===== config.mk =====
export PLATFORM = sky130hd
export DESIGN_NAME = owner_tagged_free_list_allocator_top
export DESIGN_NICKNAME = d
export VERILOG_FILES = /design/src/hdl/otfla_pkg.sv /design/src/hdl/owner_tagged_free_list_allocator_top.sv /design/src/hdl/otfla_ctrl.sv /design/src/hdl/otfla_dp.sv
export SDC_FILE = /design/constraint.sdc
export NUM_CORES = 1
export LEC_CHECK = 0
export ABC_AREA = 1
export BUFFER_PORTS_ARGS = -buffer_cell sky130_fd_sc_hd__buf_2
export CAP_MARGIN = 20
export CORE_MARGIN = 5
export CORE_UTILIZATION = 25
export CTS_CLUSTER_SIZE = 16
export DETAILED_ROUTE_END_ITERATION = 6
export PLACE_DENSITY = 0.51
export SLEW_MARGIN = 30
export SYNTH_ARGS = -nofsm -noshare
export SYNTH_HDL_FRONTEND = slang
export SYNTH_SLANG_ARGS = --single-unit

===== constraint.sdc =====
create_clock -name clk_i -period 3.8 [get_ports clk_i]
set_input_delay 0.76 -clock clk_i [delete_from_list [all_inputs] [get_ports clk_i]]
set_output_delay 0.76 -clock clk_i [all_outputs]
set_load 0.01 [all_outputs]

===== src/hdl/otfla_pkg.sv =====
package otfla_pkg;

  localparam int MAX_SERVERS_DEF = 8;
  localparam int SERVERS_RESET   = 5;
  localparam int CFG_W           = 4;
  localparam int ADDR_W          = 32;
  localparam int STATUS_W        = 2;
  localparam int SIDX_W          = 3;
  localparam int OUT_W           = 8;

  typedef enum logic [STATUS_W-1:0] {
    ST_ASSIGNED  = 2'd0,
    ST_NONE_FREE = 2'd1,
    ST_RELEASED  = 2'd2,
    ST_NOT_FOUND = 2'd3
  } status_e;

  typedef enum logic [0:0] {
    FN_OPEN  = 1'b0,
    FN_CLOSE = 1'b1
  } func_e;

  typedef enum logic [2:0] {
    S_IDLE,
    S_DISPATCH,
    S_OPEN,
    S_SCAN_RD,
    S_SCAN_CMP,
    S_SHIFT_RD,
    S_SHIFT_WR,
    S_FINISH
  } ctrl_state_e;

  typedef struct packed {
    logic latch_req;
    logic open_take;
    logic scan_start;
    logic scan_next;
    logic rel_take;
    logic shift_wr;
    logic shift_end;
    logic set_none;
    logic set_notfound;
    logic load_out;
  } dp_cmd_t;

  typedef struct packed {
    func_e func;
    logic  free_empty;
    logic  act_empty;
    logic  match;
    logic  scan_last;
    logic  shift_done;
    logic  out_free;
  } dp_sts_t;

endpackage


===== src/hdl/owner_tagged_free_list_allocator_top.sv =====
// open: latch, dispatch, take from the free queue, finish; no take when no server is free
// close: dispatch, a read and a compare state per active entry scanned, then on a release a
// read and a write state per entry shifted, set by the registered read of the active list
// one request in flight; the next word is taken the cycle after the result is registered
// reset: free queue holds servers 0 to 4 in order, no active entries, no clearing pass
// a configuration write reloads the free queue the same way with the new count
module owner_tagged_free_list_allocator_top #(
  parameter int MaxServers = otfla_pkg::MAX_SERVERS_DEF
) (
  input  logic                         clk_i,
  input  logic                         rst_ni,
  input  logic                         s_tvalid_i,
  output logic                         s_tready_o,
  input  logic [otfla_pkg::ADDR_W-1:0] s_tdata_i,   // client_addr
  input  logic                         s_tuser_i,   // func
  output logic                         m_tvalid_o,
  input  logic                         m_tready_i,
  output logic [otfla_pkg::OUT_W-1:0]  m_tdata_o,   // status, server_index, zero pad
  input  logic                         cfg_valid_i,
  output logic                         cfg_ready_o,
  input  logic [otfla_pkg::CFG_W-1:0]  cfg_data_i
);
  import otfla_pkg::*;

  dp_cmd_t cmd;
  dp_sts_t sts;
  logic    cfg_we;

  assign cfg_we = cfg_valid_i && cfg_ready_o;

  otfla_ctrl u_ctrl (
    .clk_i       (clk_i),
    .rst_ni      (rst_ni),
    .s_tvalid_i  (s_tvalid_i),
    .s_tready_o  (s_tready_o),
    .cfg_ready_o (cfg_ready_o),
    .sts_i       (sts),
    .cmd_o       (cmd)
  );

  otfla_dp #(
    .MaxServers (MaxServers)
  ) u_dp (
    .clk_i      (clk_i),
    .rst_ni     (rst_ni),
    .s_tdata_i  (s_tdata_i),
    .s_tuser_i  (s_tuser_i),
    .cfg_we_i   (cfg_we),
    .cfg_data_i (cfg_data_i),
    .cmd_i      (cmd),
    .sts_o      (sts),
    .m_tvalid_o (m_tvalid_o),
    .m_tready_i (m_tready_i),
    .m_tdata_o  (m_tdata_o)
  );

endmodule


===== src/hdl/otfla_ctrl.sv =====
module otfla_ctrl (
  input  logic               clk_i,
  input  logic               rst_ni,
  input  logic               s_tvalid_i,
  output logic               s_tready_o,
  output logic               cfg_ready_o,
  input  otfla_pkg::dp_sts_t sts_i,
  output otfla_pkg::dp_cmd_t cmd_o
);
  import otfla_pkg::*;

  ctrl_state_e state_q, state_d;

  always_ff @(posedge clk_i or negedge rst_ni) begin
    if (!rst_ni) begin
      state_q <= S_IDLE;
    end else begin
      state_q <= state_d;
    end
  end

  always_comb begin
    state_d     = state_q;
    cmd_o       = '0;
    s_tready_o  = 1'b0;
    cfg_ready_o = 1'b0;
    unique case (state_q)
      S_IDLE: begin
        s_tready_o  = 1'b1;
        cfg_ready_o = 1'b1;
        if (s_tvalid_i) begin
          cmd_o.latch_req = 1'b1;
          state_d         = S_DISPATCH;
        end
      end
      S_DISPATCH: begin
        if (sts_i.func == FN_CLOSE) begin
          if (sts_i.act_empty) begin
            cmd_o.set_notfound = 1'b1;
            state_d            = S_FINISH;
          end else begin
            cmd_o.scan_start = 1'b1;
            state_d          = S_SCAN_RD;
          end
        end else if (sts_i.free_empty) begin
          cmd_o.set_none = 1'b1;
          state_d        = S_FINISH;
        end else begin
          state_d = S_OPEN;
        end
      end
      S_OPEN: begin
        cmd_o.open_take = 1'b1;
        state_d         = S_FINISH;
      end
      S_SCAN_RD: begin
        state_d = S_SCAN_CMP;
      end
      S_SCAN_CMP: begin
        if (sts_i.match) begin
          cmd_o.rel_take = 1'b1;
          state_d        = S_SHIFT_RD;
        end else if (sts_i.scan_last) begin
          cmd_o.set_notfound = 1'b1;
          state_d            = S_FINISH;
        end else begin
          cmd_o.scan_next = 1'b1;
          state_d         = S_SCAN_RD;
        end
      end
      S_SHIFT_RD: begin
        if (sts_i.shift_done) begin
          cmd_o.shift_end = 1'b1;
          state_d         = S_FINISH;
        end else begin
          state_d = S_SHIFT_WR;
        end
      end
      S_SHIFT_WR: begin
        cmd_o.shift_wr = 1'b1;
        state_d        = S_SHIFT_RD;
      end
      S_FINISH: begin
        if (sts_i.out_free) begin
          cmd_o.load_out = 1'b1;
          state_d        = S_IDLE;
        end
      end
      default: state_d = S_IDLE;
    endcase
  end

endmodule


===== src/hdl/otfla_dp.sv =====
module otfla_dp #(
  parameter int MaxServers = otfla_pkg::MAX_SERVERS_DEF
) (
  input  logic                          clk_i,
  input  logic                          rst_ni,
  input  logic [otfla_pkg::ADDR_W-1:0]  s_tdata_i,
  input  logic                          s_tuser_i,
  input  logic                          cfg_we_i,
  input  logic [otfla_pkg::CFG_W-1:0]   cfg_data_i,
  input  otfla_pkg::dp_cmd_t            cmd_i,
  output otfla_pkg::dp_sts_t            sts_o,
  output logic                          m_tvalid_o,
  input  logic                          m_tready_i,
  output logic [otfla_pkg::OUT_W-1:0]   m_tdata_o
);
  import otfla_pkg::*;

  localparam int IdxW   = (MaxServers > 1) ? $clog2(MaxServers) : 1;
  localparam int CntW   = $clog2(MaxServers + 1);
  localparam int ClampW = (CntW > CFG_W) ? CntW : CFG_W;
  localparam int RstCnt = (SERVERS_RESET > MaxServers) ? MaxServers : SERVERS_RESET;
  localparam int EntW   = ADDR_W + IdxW;

  func_e               func_q;
  logic [ADDR_W-1:0]   addr_q;
  logic [IdxW-1:0]     head_q;
  logic [CntW-1:0]     free_cnt_q;
  logic [CntW-1:0]     act_cnt_q;
  logic [CntW-1:0]     ptr_q;
  status_e             res_status_q;
  logic [IdxW-1:0]     res_idx_q;
  logic [MaxServers-1:0] ring_vld_q;
  logic [IdxW-1:0]     ring_mem [MaxServers];
  logic [IdxW-1:0]     ring_dat_q;
  logic                ring_hit_q;
  logic [EntW-1:0]     act_mem [MaxServers];
  logic [EntW-1:0]     act_rd_q;
  logic                m_valid_q;
  status_e             out_status_q;
  logic [SIDX_W-1:0]   out_idx_q;

  logic [ClampW-1:0]   cfg_ext;
  logic [CntW-1:0]     cfg_n;
  logic [CntW:0]       tail_sum;
  logic [IdxW-1:0]     tail_idx;
  logic [IdxW-1:0]     head_nxt;
  logic [IdxW-1:0]     ring_out;
  logic [CntW-1:0]     ptr_m1;
  logic                act_we;
  logic [IdxW-1:0]     act_waddr;
  logic [EntW-1:0]     act_wdata;

  // pool size from the register, clamped to 1..MaxServers
  always_comb begin
    cfg_ext = ClampW'(cfg_data_i);
    if (cfg_ext == '0) begin
      cfg_n = CntW'(1);
    end else if (cfg_ext > ClampW'(MaxServers)) begin
      cfg_n = CntW'(MaxServers);
    end else begin
      cfg_n = CntW'(cfg_ext);
    end
  end

  always_comb begin
    tail_sum = (CntW+1)'(head_q) + (CntW+1)'(free_cnt_q);
    if (tail_sum >= (CntW+1)'(MaxServers)) begin
      tail_sum = tail_sum - (CntW+1)'(MaxServers);
    end
    tail_idx = tail_sum[IdxW-1:0];
    head_nxt = (head_q == IdxW'(MaxServers - 1)) ? '0 : head_q + 1'b1;
    // an unwritten ring slot still holds its initial server number
    ring_out = ring_hit_q ? ring_dat_q : head_q;
    ptr_m1   = ptr_q - 1'b1;
  end

  always_comb begin
    act_we    = cmd_i.open_take | cmd_i.shift_wr;
    act_waddr = cmd_i.open_take ? act_cnt_q[IdxW-1:0] : ptr_m1[IdxW-1:0];
    act_wdata = cmd_i.open_take ? {addr_q, ring_out} : act_rd_q;
  end

  always_ff @(posedge clk_i or negedge rst_ni) begin
    if (!rst_ni) begin
      head_q     <= '0;
      free_cnt_q <= CntW'(RstCnt);
      act_cnt_q  <= '0;
      ring_vld_q <= '0;
      m_valid_q  <= 1'b0;
    end else begin
      if (cfg_we_i) begin
        head_q     <= '0;
        free_cnt_q <= cfg_n;
        act_cnt_q  <= '0;
        ring_vld_q <= '0;
      end
      if (cmd_i.open_take) begin
        head_q     <= head_nxt;
        free_cnt_q <= free_cnt_q - 1'b1;
        act_cnt_q  <= act_cnt_q + 1'b1;
      end
      if (cmd_i.shift_end) begin
        free_cnt_q           <= free_cnt_q + 1'b1;
        act_cnt_q            <= act_cnt_q - 1'b1;
        ring_vld_q[tail_idx] <= 1'b1;
      end
      if (cmd_i.load_out) begin
        m_valid_q <= 1'b1;
      end else if (m_tready_i) begin
        m_valid_q <= 1'b0;
      end
    end
  end

  always_ff @(posedge clk_i) begin
    if (cmd_i.shift_end) begin
      ring_mem[tail_idx] <= res_idx_q;
    end
    ring_dat_q <= ring_mem[head_q];
    ring_hit_q <= ring_vld_q[head_q];
  end

  always_ff @(posedge clk_i) begin
    if (act_we) begin
      act_mem[act_waddr] <= act_wdata;
    end
    act_rd_q <= act_mem[ptr_q[IdxW-1:0]];
  end

  always_ff @(posedge clk_i) begin
    if (cmd_i.latch_req) begin
      func_q <= func_e'(s_tuser_i);
      addr_q <= s_tdata_i;
    end
    if (cmd_i.scan_start) begin
      ptr_q <= '0;
    end else if (cmd_i.scan_next || cmd_i.rel_take || cmd_i.shift_wr) begin
      ptr_q <= ptr_q + 1'b1;
    end
    if (cmd_i.open_take) begin
      res_status_q <= ST_ASSIGNED;
      res_idx_q    <= ring_out;
    end else if (cmd_i.rel_take) begin
      res_status_q <= ST_RELEASED;
      res_idx_q    <= act_rd_q[IdxW-1:0];
    end else if (cmd_i.set_none) begin
      res_status_q <= ST_NONE_FREE;
      res_idx_q    <= '0;
    end else if (cmd_i.set_notfound) begin
      res_status_q <= ST_NOT_FOUND;
      res_idx_q    <= '0;
    end
    if (cmd_i.load_out) begin
      out_status_q <= res_status_q;
      out_idx_q    <= SIDX_W'(res_idx_q);
    end
  end

  always_comb begin
    sts_o.func       = func_q;
    sts_o.free_empty = (free_cnt_q == '0);
    sts_o.act_empty  = (act_cnt_q == '0);
    sts_o.match      = (act_rd_q[EntW-1:IdxW] == addr_q);
    sts_o.scan_last  = ((CntW+1)'(ptr_q) + 1'b1 == (CntW+1)'(act_cnt_q));
    sts_o.shift_done = (ptr_q == act_cnt_q);
    sts_o.out_free   = !m_valid_q || m_tready_i;
  end

  assign m_tvalid_o = m_valid_q;
  assign m_tdata_o  = {{(OUT_W-STATUS_W-SIDX_W){1'b0}}, out_idx_q, out_status_q};

  a_pool_bound: assert property (@(posedge clk_i) disable iff (!rst_ni)
    ((CntW+1)'(free_cnt_q) + (CntW+1)'(act_cnt_q)) <= (CntW+1)'(MaxServers))
    else $error("free and active counts exceed pool");

  a_open_has_free: assert property (@(posedge clk_i) disable iff (!rst_ni)
    cmd_i.open_take |-> (free_cnt_q != '0))
    else $error("allocation from empty free queue");

  a_shift_range: assert property (@(posedge clk_i) disable iff (!rst_ni)
    cmd_i.shift_wr |-> (ptr_q != '0 && ptr_q < act_cnt_q))
    else $error("active list shift out of range");

  a_release_room: assert property (@(posedge clk_i) disable iff (!rst_ni)
    cmd_i.shift_end |-> (act_cnt_q != '0 && free_cnt_q < CntW'(MaxServers)))
    else $error("release with no active entry");

endmodule

Yosys cells after proc, flatten, opt, wreduce, memory -nomap -nowiden --
Memory sizes are Yosys's and may differ from the RTL's. A register that Yosys moved wholly into a read port is not among the register bits. Cells that the tools add are included.
Word-level totals: bits in registers 71, bits in writable memories 304, bits of input ports 42, output and inout port bits 11, memories kept 2
Memories:
- u_dp.act_mem | depth 8, bits a word 35, rd ports 1, clocked after memory_dff 1, write ports 1, RTL line otfla_dp.sv:36 | logic [EntW-1:0] act_mem [MaxServers];
- u_dp.ring_mem | depth 8, bits a word 3, rd ports 1, clocked after memory_dff 1, write ports 1, RTL line otfla_dp.sv:33 | logic [IdxW-1:0] ring_mem [MaxServers];
Cells by class: add/subtract/negate cells 10, magnitude comparators 5, equal/unequal tests 13, mux-type cells 67, bitwise logic cells 2, reductions and logical operators 18
Operators by type and width (number):
- $mux W3 | 17
- $mux W35 | 1
- $eq A32 B32 Y1 | 1
- $mux W4 | 8
- $mux W1 | 31
- $pmux W3 S8 | 1
- $mux W8 | 2
- $eq A3 B3 Y1 const B | 5
- $add A4 B1 Y4 const B | 3
- $logic_not A4 Y1 | 3
- $lt A3 B4 Y1 const B | 2
- $mux W2 | 4
- $or A8 B8 Y8 | 1
- $sub A4 B1 Y4 const B | 2
- $eq A3 B2 Y1 const B | 2
- $reduce_bool A2 Y1 | 3
- $reduce_bool A3 Y1 | 2
- $sub A3 B1 Y3 const B | 2
- $add A3 B4 Y5 | 1
- $add A4 B1 Y5 const B | 1
- $eq A5 B4 Y1 | 1
- $ge A5 B4 Y1 const B | 1
- $eq A4 B4 Y1 | 1
- $gt A4 B4 Y1 const B | 1
- 15 further kinds | 19

Depth between registers and ports, before layout --
Gate-level depths: netlist of run 1.
depth in word-level cells 9, gate-level depth with buffers 13, depth with buffers taken out 12

By module --
Synthesis of run 1 repeated with hierarchy kept, for this count alone.
Second synthesis, totals: cell total of the unflattened synthesis 1509, area, all modules 16833.6 um^2
By module, submodules not included:
- otfla_dp | times used 1, cells an instance 1453, area an instance 16507.1 um^2
- otfla_ctrl | times used 1, cells an instance 54, area an instance 319.1 um^2
- owner_tagged_free_list_allocator_top | times used 1, cells an instance 2, area an instance 7.5 um^2

Worst setup path after synthesis of run 1 --
Ideal clock, no wire load.
path kind reg-to-reg, start register u_dp.ptr_q[1], end memory u_dp.act_mem[2][0] (netlist bit), enable pin, arrival time 3.185 ns, data required time 3.373 ns, setup slack 0.187 ns, stages on the path, launching flop included 9, cell sequence dfxtp_1 buf_4 clkinv_1 clkbuf_1 ha_1 or2_2 o21ai_0 nand2_1 nor2_1
On the way: cells in the longest elaborated chain, start to end 2
Ends and longest elaborated chain:
- start: declaration | RTL line otfla_dp.sv:29 | logic [CntW-1:0] ptr_q;
- start signal: assignment | RTL line otfla_dp.sv:138 | ptr_q <= ptr_q + 1'b1;
- $sub A3 B1 Y3 | RTL line otfla_dp.sv:74 | ptr_m1 = ptr_q - 1'b1;
- $mux W3 | RTL line otfla_dp.sv:79 | act_waddr = cmd_i.open_take ? act_cnt_q[IdxW-1:0] : ptr_m1[IdxW-1:0];
- end: declaration | RTL line otfla_dp.sv:36
No other way between the ends.

Worst setup path after layout of run 1 --
start register u_ctrl.state_q[0], end memory u_dp.act_mem[7][31] (netlist bit), enable pin
On the way: cells in the longest elaborated chain, start to end 5
Ends and longest elaborated chain:
- start: declaration | RTL line otfla_ctrl.sv:12 | ctrl_state_e state_q, state_d;
- start signal: assignment | RTL line otfla_ctrl.sv:18 | state_q <= state_d;
- $eq A3 B2 Y1 or $eq A3 B3 Y1 (tied branches) | RTL line otfla_ctrl.sv:27 | unique case (state_q)
- $mux W1 | RTL line otfla_ctrl.sv:27
- $or A1 B1 Y1 | RTL line otfla_dp.sv:78 | act_we = cmd_i.open_take | cmd_i.shift_wr;
- $mux W1 | RTL line otfla_dp.sv:124 | if (act_we) begin
- $mux W1 (implied by the code) | RTL line otfla_dp.sv:125 | act_mem[act_waddr] <= act_wdata;
Parallel ways exist; a longest one is shown, timed or not.

==> metrics, run 1 <==
status completed; Seq/Total Area, Yosys 0.705; crit-path max FO 22; first-pass GRT wire length 64900 microns; clock buffer depth 3; Final Hold Vio Count 0; number of global-route vias before repair 10809; Slew @ Worst Pin 0.961 ns; # IOs 53; Slew headroom 0.359; CP Class flop to flop; Port Buffers 49; Sequential cell area 0.0118 sq mm; post-route setup slack 0.832 ns; Largest stage delay, worst path 0.67 ns; initial antenna violation count 0; worst setup path startpoint u_ctrl.state_q[0]; Post-CTS Repair Setup Buffers 0; commonest cells in the synthesized netlist 345 x edfxtp_1, 320 x nor2_1, 213 x nand2_1, 189 x o21ai_0, 65 x inv_1; setup TNS 0 ns; setup violators final 0; Antenna Diode Count 0; DR vias/cell 4.49; reg2reg path depth 6; asr flop ratio synth 0.0557; Overflow after GRT 0; total track usage 0.112; Area Growth Syn to Fin 15.3%; hpwl dp 24800 microns; CP Data Arrival Time 3.21 ns; EDFF count, synth 345; class of the worst hold path input pin to asynchronous set/reset pin; Iteration-0 DRC Markers 776; layout cells sized above 1 0.105; post-synth top area cell edfxtp_1; Placer Congestion 0.768; period utilisation layout 0.781; Yosys cell types 41; Synth top area share 0.617; Setup crit start kind flop; drt first pass iters 6; RSZ-0062 raised after global routing false; syn_area_per_cell 11.4 sq um; Slew Limit Fails 0; clk_lat worst skew 0.54 ns; Critical Path Sink u_dp.act_mem[7][31]; Final min period 2.97 ns; flops & latches, synth 413; Peak VDD IR 426 uV; R2R Path Start u_ctrl.state_q[0]; Routed WL 41800 microns; RR Endpoint u_dp.act_mem[7][31]; CP endpoint kind flop; H-tree lvl count 2; Max Cap Viol 0; top_reg_cell synth edfxtp_1; final net count 1578; Chip Height 269 microns; via count 10914; CP max stage cell nor2_4; CTS sink cnt 413; f_max 337 MHz; CTS tree built; Critical Path RT 4.04 ns; Warnings, synthesis 0; die width 269 microns; cell family contributing the most delay on the critical path simple AND/OR/NAND/NOR gates; Gate Count Post-Synth 1478; fillers 6852; footprint of the multi-input gates 0.00441 sq mm; clk slew on worst S/H paths 0.06 ns; Clock Tree Root clkbuf_16; Starting Density 0.251; count leader, synth edfxtp_1; final setup skew 0.0165 ns; drt wl/cell 17.2 microns; core area 0.0669 sq mm; CP Buf/Inv Count 1; post-cts resize count 0; Residual DRC 0; LEAKAGE 6.86 nW; largest net degree at the start of global routing 85; pre-CTS setup slack 0.868 ns; PD cells 833 mW/mm^2; Synth area leaders edfxtp_1 62%, nor2_1 7.2%, o21ai_0 5.6%; critical path depth in cells 6; hold_buf cts 0; antenna viol nets, final 0; cell chain of the critical path nor2_1, nand2_2, a21oi_1, nand2_1, nor2_4, buf_4; Row Count 95; synthesized area 0.0168 sq mm; Inserted Clock Buffers 43; R2R setup slack 0.83 ns; Die Area 0.0725 sq mm
worst register-to-register path, cell delays in order (launching register included):
cell and delay, ns:
dfrtp_1 0.42, nor2_1 0.35, nand2_2 0.37, a21oi_1 0.29, nand2_1 0.28, nor2_4 0.67, buf_4 0.30
worst min-delay path by stage:
stage | to | depth (start not counted)
finish | u_dp.ring_vld_q[6] | 1
CTS | u_dp.ring_vld_q[7] | 1
detailed placement | u_dp.out_status_q[0] | 0
global route | u_dp.ring_vld_q[6] | 1
global placement | u_dp.out_status_q[0] | 0
floorplan | u_dp.out_status_q[0] | 0
cell families (layout without fill, tap and decap cells):
kind of cell             after synthesis  in the layout  share of synthesized area
AND/OR/NAND/NOR                      578            578                      0.136
buffers and inverters                146            222                     0.0366
flip-flops                           413            413                      0.705
adder cells (fa/ha/maj)               12             12                    0.00939
XOR/XNOR                              32             32                     0.0167
AO/OA/AOI/OAI                        296            296                     0.0965
other                                  1              3                   0.000223
layout by cell type (no fill, tap or decap), types with 21 or more instances in the layout:
| cell type | n |
|---|---|
| edfxtp_1 | 345 |
| o21ai_0 | 189 |
| clkbuf_16 | 43 |
| nand2_1 | 213 |
| xnor2_1 | 25 |
| dfrtp_1 | 21 |
| inv_1 | 65 |
| a31oi_1 | 40 |
| nand3_1 | 21 |
| o22ai_1 | 43 |
| buf_2 | 49 |
| nor2_1 | 312 |
| dfxtp_1 | 43 |
layout make-up:
cell class,instances,area share
clock buffers,66,0.0616
clock inverters,11,0.00330
inverters,72,0.0143
multi-input cells,921,0.228
flip-flops and latches,413,0.612
well taps,873,0.0564
repair buffers,73,0.0246
flip-flops by register name (all words and copies together), names as in the netlist, 3 cells and up:
register / count
u_dp.out_idx_q: 3
u_dp.act_mem: 280
u_dp.ring_dat_q: 3
u_dp.ring_vld_q: 8
u_dp.addr_q: 32
u_dp.ptr_q: 4
u_dp.free_cnt_q: 4
u_dp.act_cnt_q: 4
u_dp.head_q: 3
u_ctrl.state_q: 3
u_dp.act_rd_q: 35
u_dp.ring_mem: 24
u_dp.res_idx_q: 3
where the power goes:
group	internal, mW	switching (mW)
Combinational	1.44	3.67
Clock	2.16	1.70
Sequential	6.62	0.524
stage by stage:
step | total power [mW] | area [sq um] | hold WS (ns) | util | instances
2_1_floorplan | 10.6 | 16800 | 0.403 | - | 1480
3_3_place_gp | 12.3 | 18100 | 0.419 | 0.270 | 2351
3_5_place_dp | 12.4 | 18100 | 0.420 | 0.270 | 2352
4_1_cts | 16.3 | 19400 | 0.203 | 0.289 | 2429
5_1_grt | 17.2 | 19400 | 0.233 | 0.289 | 2429
6_report | 16.1 | 19400 | 0.212 | 0.289 | 2429
metal layers:
metal	part of all wire	wire, microns	track usage
met3	0.059	2480	0.0225
met5	0	0	0
met1	0.49	20300	0.163
met2	0.44	18300	0.174
met4	0.016	668	0.0221
No activity file was read; power rests on OpenSTA's default activity.
==> run 2: changes to the inputs <==
==> constraint.sdc (replaced) <==
create_clock -name clk_i -period 2.6 [get_ports clk_i]
set_input_delay 0.52 -clock clk_i [delete_from_list [all_inputs] [get_ports clk_i]]
set_output_delay 0.52 -clock clk_i [all_outputs]
set_load 0.01 [all_outputs]
==> metrics, run 2 (same netlist as run 1, synthesis figures left out) <==
H-tree lvl count 2; Row Count 95; hpwl dp 23400 microns; Max Cap Viol 0; PnR Total Power 24.3 mW; Placed Area 0.0183 sq mm; largest net degree at the start of global routing 142; Slew @ Worst Pin 0.976 ns; core area 0.0669 sq mm; Largest Register u_dp.act_mem; clk slew on worst S/H paths 0.06 ns; f_max 447 MHz; Sequential cell area 0.0118 sq mm; Final Instance Area 0.0197 sq mm; CP max stage cell dfrtp_1; most frequent cells in the layout 345 x edfxtp_1, 312 x nor2_1, 212 x nand2_1; status completed; DR vias/cell 4.44; worst setup path startpoint u_ctrl.state_q[0]; CP Class flop to primary output; Residual DRC 0; met1 usage 0.161; total track usage 0.110; hold path depth 1; period utilisation layout 0.860; commonest non-fill, non-tap cell in the layout edfxtp_1; Critical Path RT 2.08 ns; Setup crit start kind flop; fillers 6759; CTS tree built; M2 GR Usage 0.172; number of global-route vias before repair 10628; CP Buf/Inv Count 3; reg2reg path depth 6; Slew Limit Fails 0; R2R Path Start u_ctrl.state_q[0]; max FFs per register 280; Area Growth Syn to Fin 17.5%; RR Endpoint u_dp.act_mem[1][3]; Routed WL 40900 microns; LEAKAGE 7.05 nW; Antenna Diode Count 0; Peak VDD IR 1000 uV; Top Registers u_dp.act_mem (280), u_dp.act_rd_q (35), u_dp.addr_q (32); drt first pass iters 5; Inserted Clock Buffers 42; Overflow after GRT 0; cell chain of the critical path nor2_1, inv_1, nor2_1, buf_4, buf_2; post-cts resize count 0; hold_sp s_tdata_i[26]; Largest stage delay, worst path 0.42 ns; Die Area 0.0725 sq mm; PD cells 1230 mW/mm^2; most used routing layer met2; Final Hold Vio Count 0; hold worst-path end u_dp.addr_q[26]; CTS sink cnt 413; Final min period 2.23 ns; CP Data Arrival Time 1.71 ns; R2R setup slack 0.42 ns; crit-path most repeated cell nor2_1; CP endpoint kind primary output; class of the worst hold path input pin to flop; Post-CTS Repair Setup Buffers 0; antenna viol nets, final 0; footprint of the multi-input gates 0.00444 sq mm; initial antenna violation count 1; Chip Height 269 microns; final setup skew 0.0259 ns; via count 10813; clk_lat worst skew 0.56 ns; cell family contributing the most delay on the critical path flip-flops; # IOs 53; Iteration-0 DRC Markers 867; drt wl/cell 16.8 microns; Port Buffers 49; met3 Usage GRT 0.0202; Clock Tree Root clkbuf_16; final net count 1586; layout cells sized above 1 0.118; setup TNS 0 ns; die width 269 microns; first-pass GRT wire length 63800 microns; RSZ-0062 raised after global routing false; Slew headroom 0.342; crit-path max FO 5; clock buffer depth 3; Starting Density 0.251; Placer Congestion 0.812; setup violators final 0
run 2: worst reg2reg max path: stages, from the launching register on:
cell     delay [ns]
dfrtp_1        0.42
nor2_1         0.19
nand2_2        0.16
o21ai_0        0.41
nand2_1        0.24
nor2_4         0.16
buf_12         0.27
run 2: worst max path at each step:
| stage | slack (ns) | to | cells after the start |
|---|---|---|---|
| after floorplan | -0.32 | u_dp.act_mem[6][0] | 9 |
| after global placement | 0.43 | u_dp.act_mem[7][12] | 8 |
| after detailed placement | 0.43 | u_dp.act_mem[7][16] | 8 |
| after CTS | 0.38 | cfg_ready_o | 5 |
| after global routing | 0.23 | u_dp.act_mem[1][31] | 6 |
| final | 0.37 | cfg_ready_o | 5 |
run 2: layout make-up:
| type | instances | area share |
|---|---|---|
| Clock inverter | 29 | 0.0181 |
| Multi-Input combinational cell | 921 | 0.225 |
| Sequential cell | 413 | 0.600 |
| Inverter | 72 | 0.0140 |
| Tap cell | 873 | 0.0553 |
| Timing Repair Buffer | 82 | 0.0321 |
| Clock buffer | 48 | 0.0555 |
run 2: metrics by stage:
step	utilization	setup WS [ns]	hold slack, ns	cells
floorplan	-	-0.320	0.224	1480
global placement	0.273	0.426	0.418	2360
detailed placement	0.273	0.430	0.425	2360
CTS	0.295	0.381	0.0979	2438
global route	0.295	0.227	0.101	2438
finish	0.295	0.365	0.128	2438
run 2: routing by layer:
metal	part of all wire	up-vias	wire, microns
met2	0.45	254	18400
met3	0.055	50	2270
met1	0.48	5271	19500
met5	0.00017	-	7
li1	-	5236	-
met4	0.016	2	665
run 2: report_power, final:
part / internal (mW) / switching [mW]
sequential: 9.67 / 0.702
clock: 3.83 / 2.55
combinational: 2.23 / 5.37
total: 15.7 / 8.61
run 2: repair_timing:
action,4_1_cts,5_1_grt
setup endpoints to repair,0,0
hold buffers,1,0
hold endpoints to repair,21,0
==> run 3: changes to the inputs <==
--- a/config.mk
+++ b/config.mk
@@ -16,4 +16,5 @@
 export SLEW_MARGIN = 30
 export SYNTH_ARGS = -nofsm -noshare
 export SYNTH_HDL_FRONTEND = slang
+export SYNTH_HIERARCHICAL = 1
 export SYNTH_SLANG_ARGS = --single-unit
==> metrics, run 3 <==
# IOs 53; hpwl dp 22900 microns; CP Data Arrival Time 2.70 ns; max FFs per register 280; Layout Utilization 0.298; setup TNS 0 ns; clk_lat worst skew 0.57 ns; RSZ-0062 raised after global routing true; post-route setup slack 0.116 ns; final std cells w/o fill 2502; asr flop ratio synth 0.0557; core area 0.0669 sq mm; Row Count 95; Area Growth Syn to Fin 18.4%; Slew @ Worst Pin 0.926 ns; LEAKAGE 7.34 nW; Inserted Clock Buffers 44; Synth top area share 0.615; setup violators final 0; total track usage 0.110; Final Hold Vio Count 0; CP Class flop to flop; Warnings, synthesis 6; pre-CTS setup slack -0.0368 ns; top_reg_cell synth edfxtp_1; CP endpoint kind flop; commonest non-fill, non-tap cell in the layout edfxtp_1; fillers 6817; Sequential cell area 0.0118 sq mm; Placer Congestion 0.754; final setup skew 0.0399 ns; count leader, synth edfxtp_1; PD cells 1260 mW/mm^2; commonest cells in the synthesized netlist 345 x edfxtp_1, 320 x nand2_1, 209 x nor2_1, 185 x o21ai_0, 104 x inv_1; largest net degree at the start of global routing 144; Inst Count DP 2419; Starting Density 0.252; clk slew on worst S/H paths 0.06 ns; Peak VDD IR 569 uV; via count 11053; Slew Limit Fails 0; antenna viol nets, final 0; Chip Height 269 microns; Antenna Diode Count 0; Iteration-0 DRC Markers 768; flops & latches, synth 413; Setup crit start kind flop; Routed WL 41100 microns; Gate Count Post-Synth 1509; Die Area 0.0726 sq mm; post-synth top area cell edfxtp_1; footprint of the multi-input gates 0.00428 sq mm; drt first pass iters 5; syn_area_per_cell 11.2 sq um; Clock Tree Root clkbuf_16; final net count 1646; most frequent cells in the layout 345 x edfxtp_1, 320 x nand2_1, 197 x nor2_1; CTS sink cnt 413; number of global-route vias before repair 10864; class of the worst hold path input pin to flop; Yosys cell types 39; first-pass GRT wire length 63500 microns; EDFF count, synth 345; CP max stage cell dfrtp_1; Overflow after GRT 0; status completed; CTS tree built; crit-path max FO 7; DR vias/cell 4.42; Largest stage delay, worst path 0.48 ns; cell chain of the critical path inv_1, nand2_1, nand2_1, nor4_1, nand4_1, inv_1, inv_2, or2_0, nor2_1; Synth area leaders edfxtp_1 62%, nand2_1 7.1%, o21ai_0 5.5%; layout cells sized above 1 0.126; clock buffer depth 3; drt wl/cell 16.4 microns; Critical Path RT 2.82 ns; f_max 403 MHz; period utilisation layout 0.955; Seq/Total Area, Yosys 0.703; Port Buffers 49; Max Cap Viol 0; Top Registers u_dp/act_mem (280), u_dp/act_rd_q (35), u_dp/addr_q (32); H-tree lvl count 2; Final min period 2.48 ns; Residual DRC 0; synthesized area 0.0168 sq mm; die width 269 microns; initial antenna violation count 0; Largest Register u_dp/act_mem; Slew headroom 0.383
[run 3: area by class of cell]
type                    instances  area share
flip-flops and latches        413       0.594
multi-input cells             911       0.215
clock buffers                  59      0.0601
well taps                     873      0.0548
repair buffers                112      0.0443
inverters                     112      0.0211
clock inverters                22      0.0110
[run 3: per-stage QoR]
step / power, mW / cell area, sq um / hold slack (ns)
final: 25.2 / 19900 / 0.120
after global routing: 27.0 / 19900 / 0.0960
after CTS: 25.5 / 19900 / 0.0896
after detailed placement: 19.3 / 18500 / 0.477
after global placement: 19.1 / 18500 / 0.468
after floorplan: 16.1 / 16900 / 0.224
[run 3: path summary, 6_finish.rpt]
path                                     from             endpoint  slack, ns  depth (start not counted)
hold reg to reg            u_dp/ring_vld_q[4]   u_dp/ring_vld_q[4]       0.49                          2
min in group asynchronous              rst_ni   u_dp/ring_vld_q[7]       0.49                          2
hold / removal                  s_tdata_i[16]      u_dp/addr_q[16]       0.12                          1
setup reg to reg            u_dp/act_cnt_q[2]  u_dp/ring_mem[0][0]       0.12                          9
max in group asynchronous              rst_ni   u_dp/free_cnt_q[2]       1.73                          2
setup / recovery            u_dp/act_cnt_q[2]  u_dp/ring_mem[0][0]       0.12                          9
[run 3: cell families after synthesis]
| logic type | after synthesis | synth area share |
|---|---|---|
| flip-flops | 413 | 0.703 |
| AO/OA/AOI/OAI | 316 | 0.102 |
| buffers and inverters | 187 | 0.0481 |
| XOR/XNOR | 13 | 0.00676 |
| AND/OR/NAND/NOR | 569 | 0.132 |
| other | 1 | 0.000223 |
| adder cells (fa/ha/maj) | 10 | 0.00788 |
[run 3: critical path, delay by kind of cell (launching register included)]
family | cells | cell delay [ns]
buffers and inverters | 3 | 0.32
DFF | 1 | 0.48
and+or+nand+nor | 6 | 1.36
[run 3: layer usage]
layer	share of wire	track usage
met1	0.46	0.148
met2	0.48	0.186
met5	0	0
met3	0.036	0.0183
met4	0.020	0.0302
[run 3: what timing repair did]
action | CTS | global route
setup buffers | 0 | 1
pin swaps | 0 | 1
hold endpoints to repair | 21 | 0
resized for setup | 2 | 3
hold buffers | 1 | 0
setup endpoints to repair | 2 | 27
[run 3: power breakdown]
group | internal [mW] | switching (mW) | total [mW] | leakage, nW
clock network | 3.55 | 2.56 | 6.11 | 0.685
registers | 9.78 | 0.642 | 10.4 | 3.81
logic | 2.67 | 5.99 | 8.66 | 2.85
total | 16.0 | 9.19 | 25.2 | 7.34
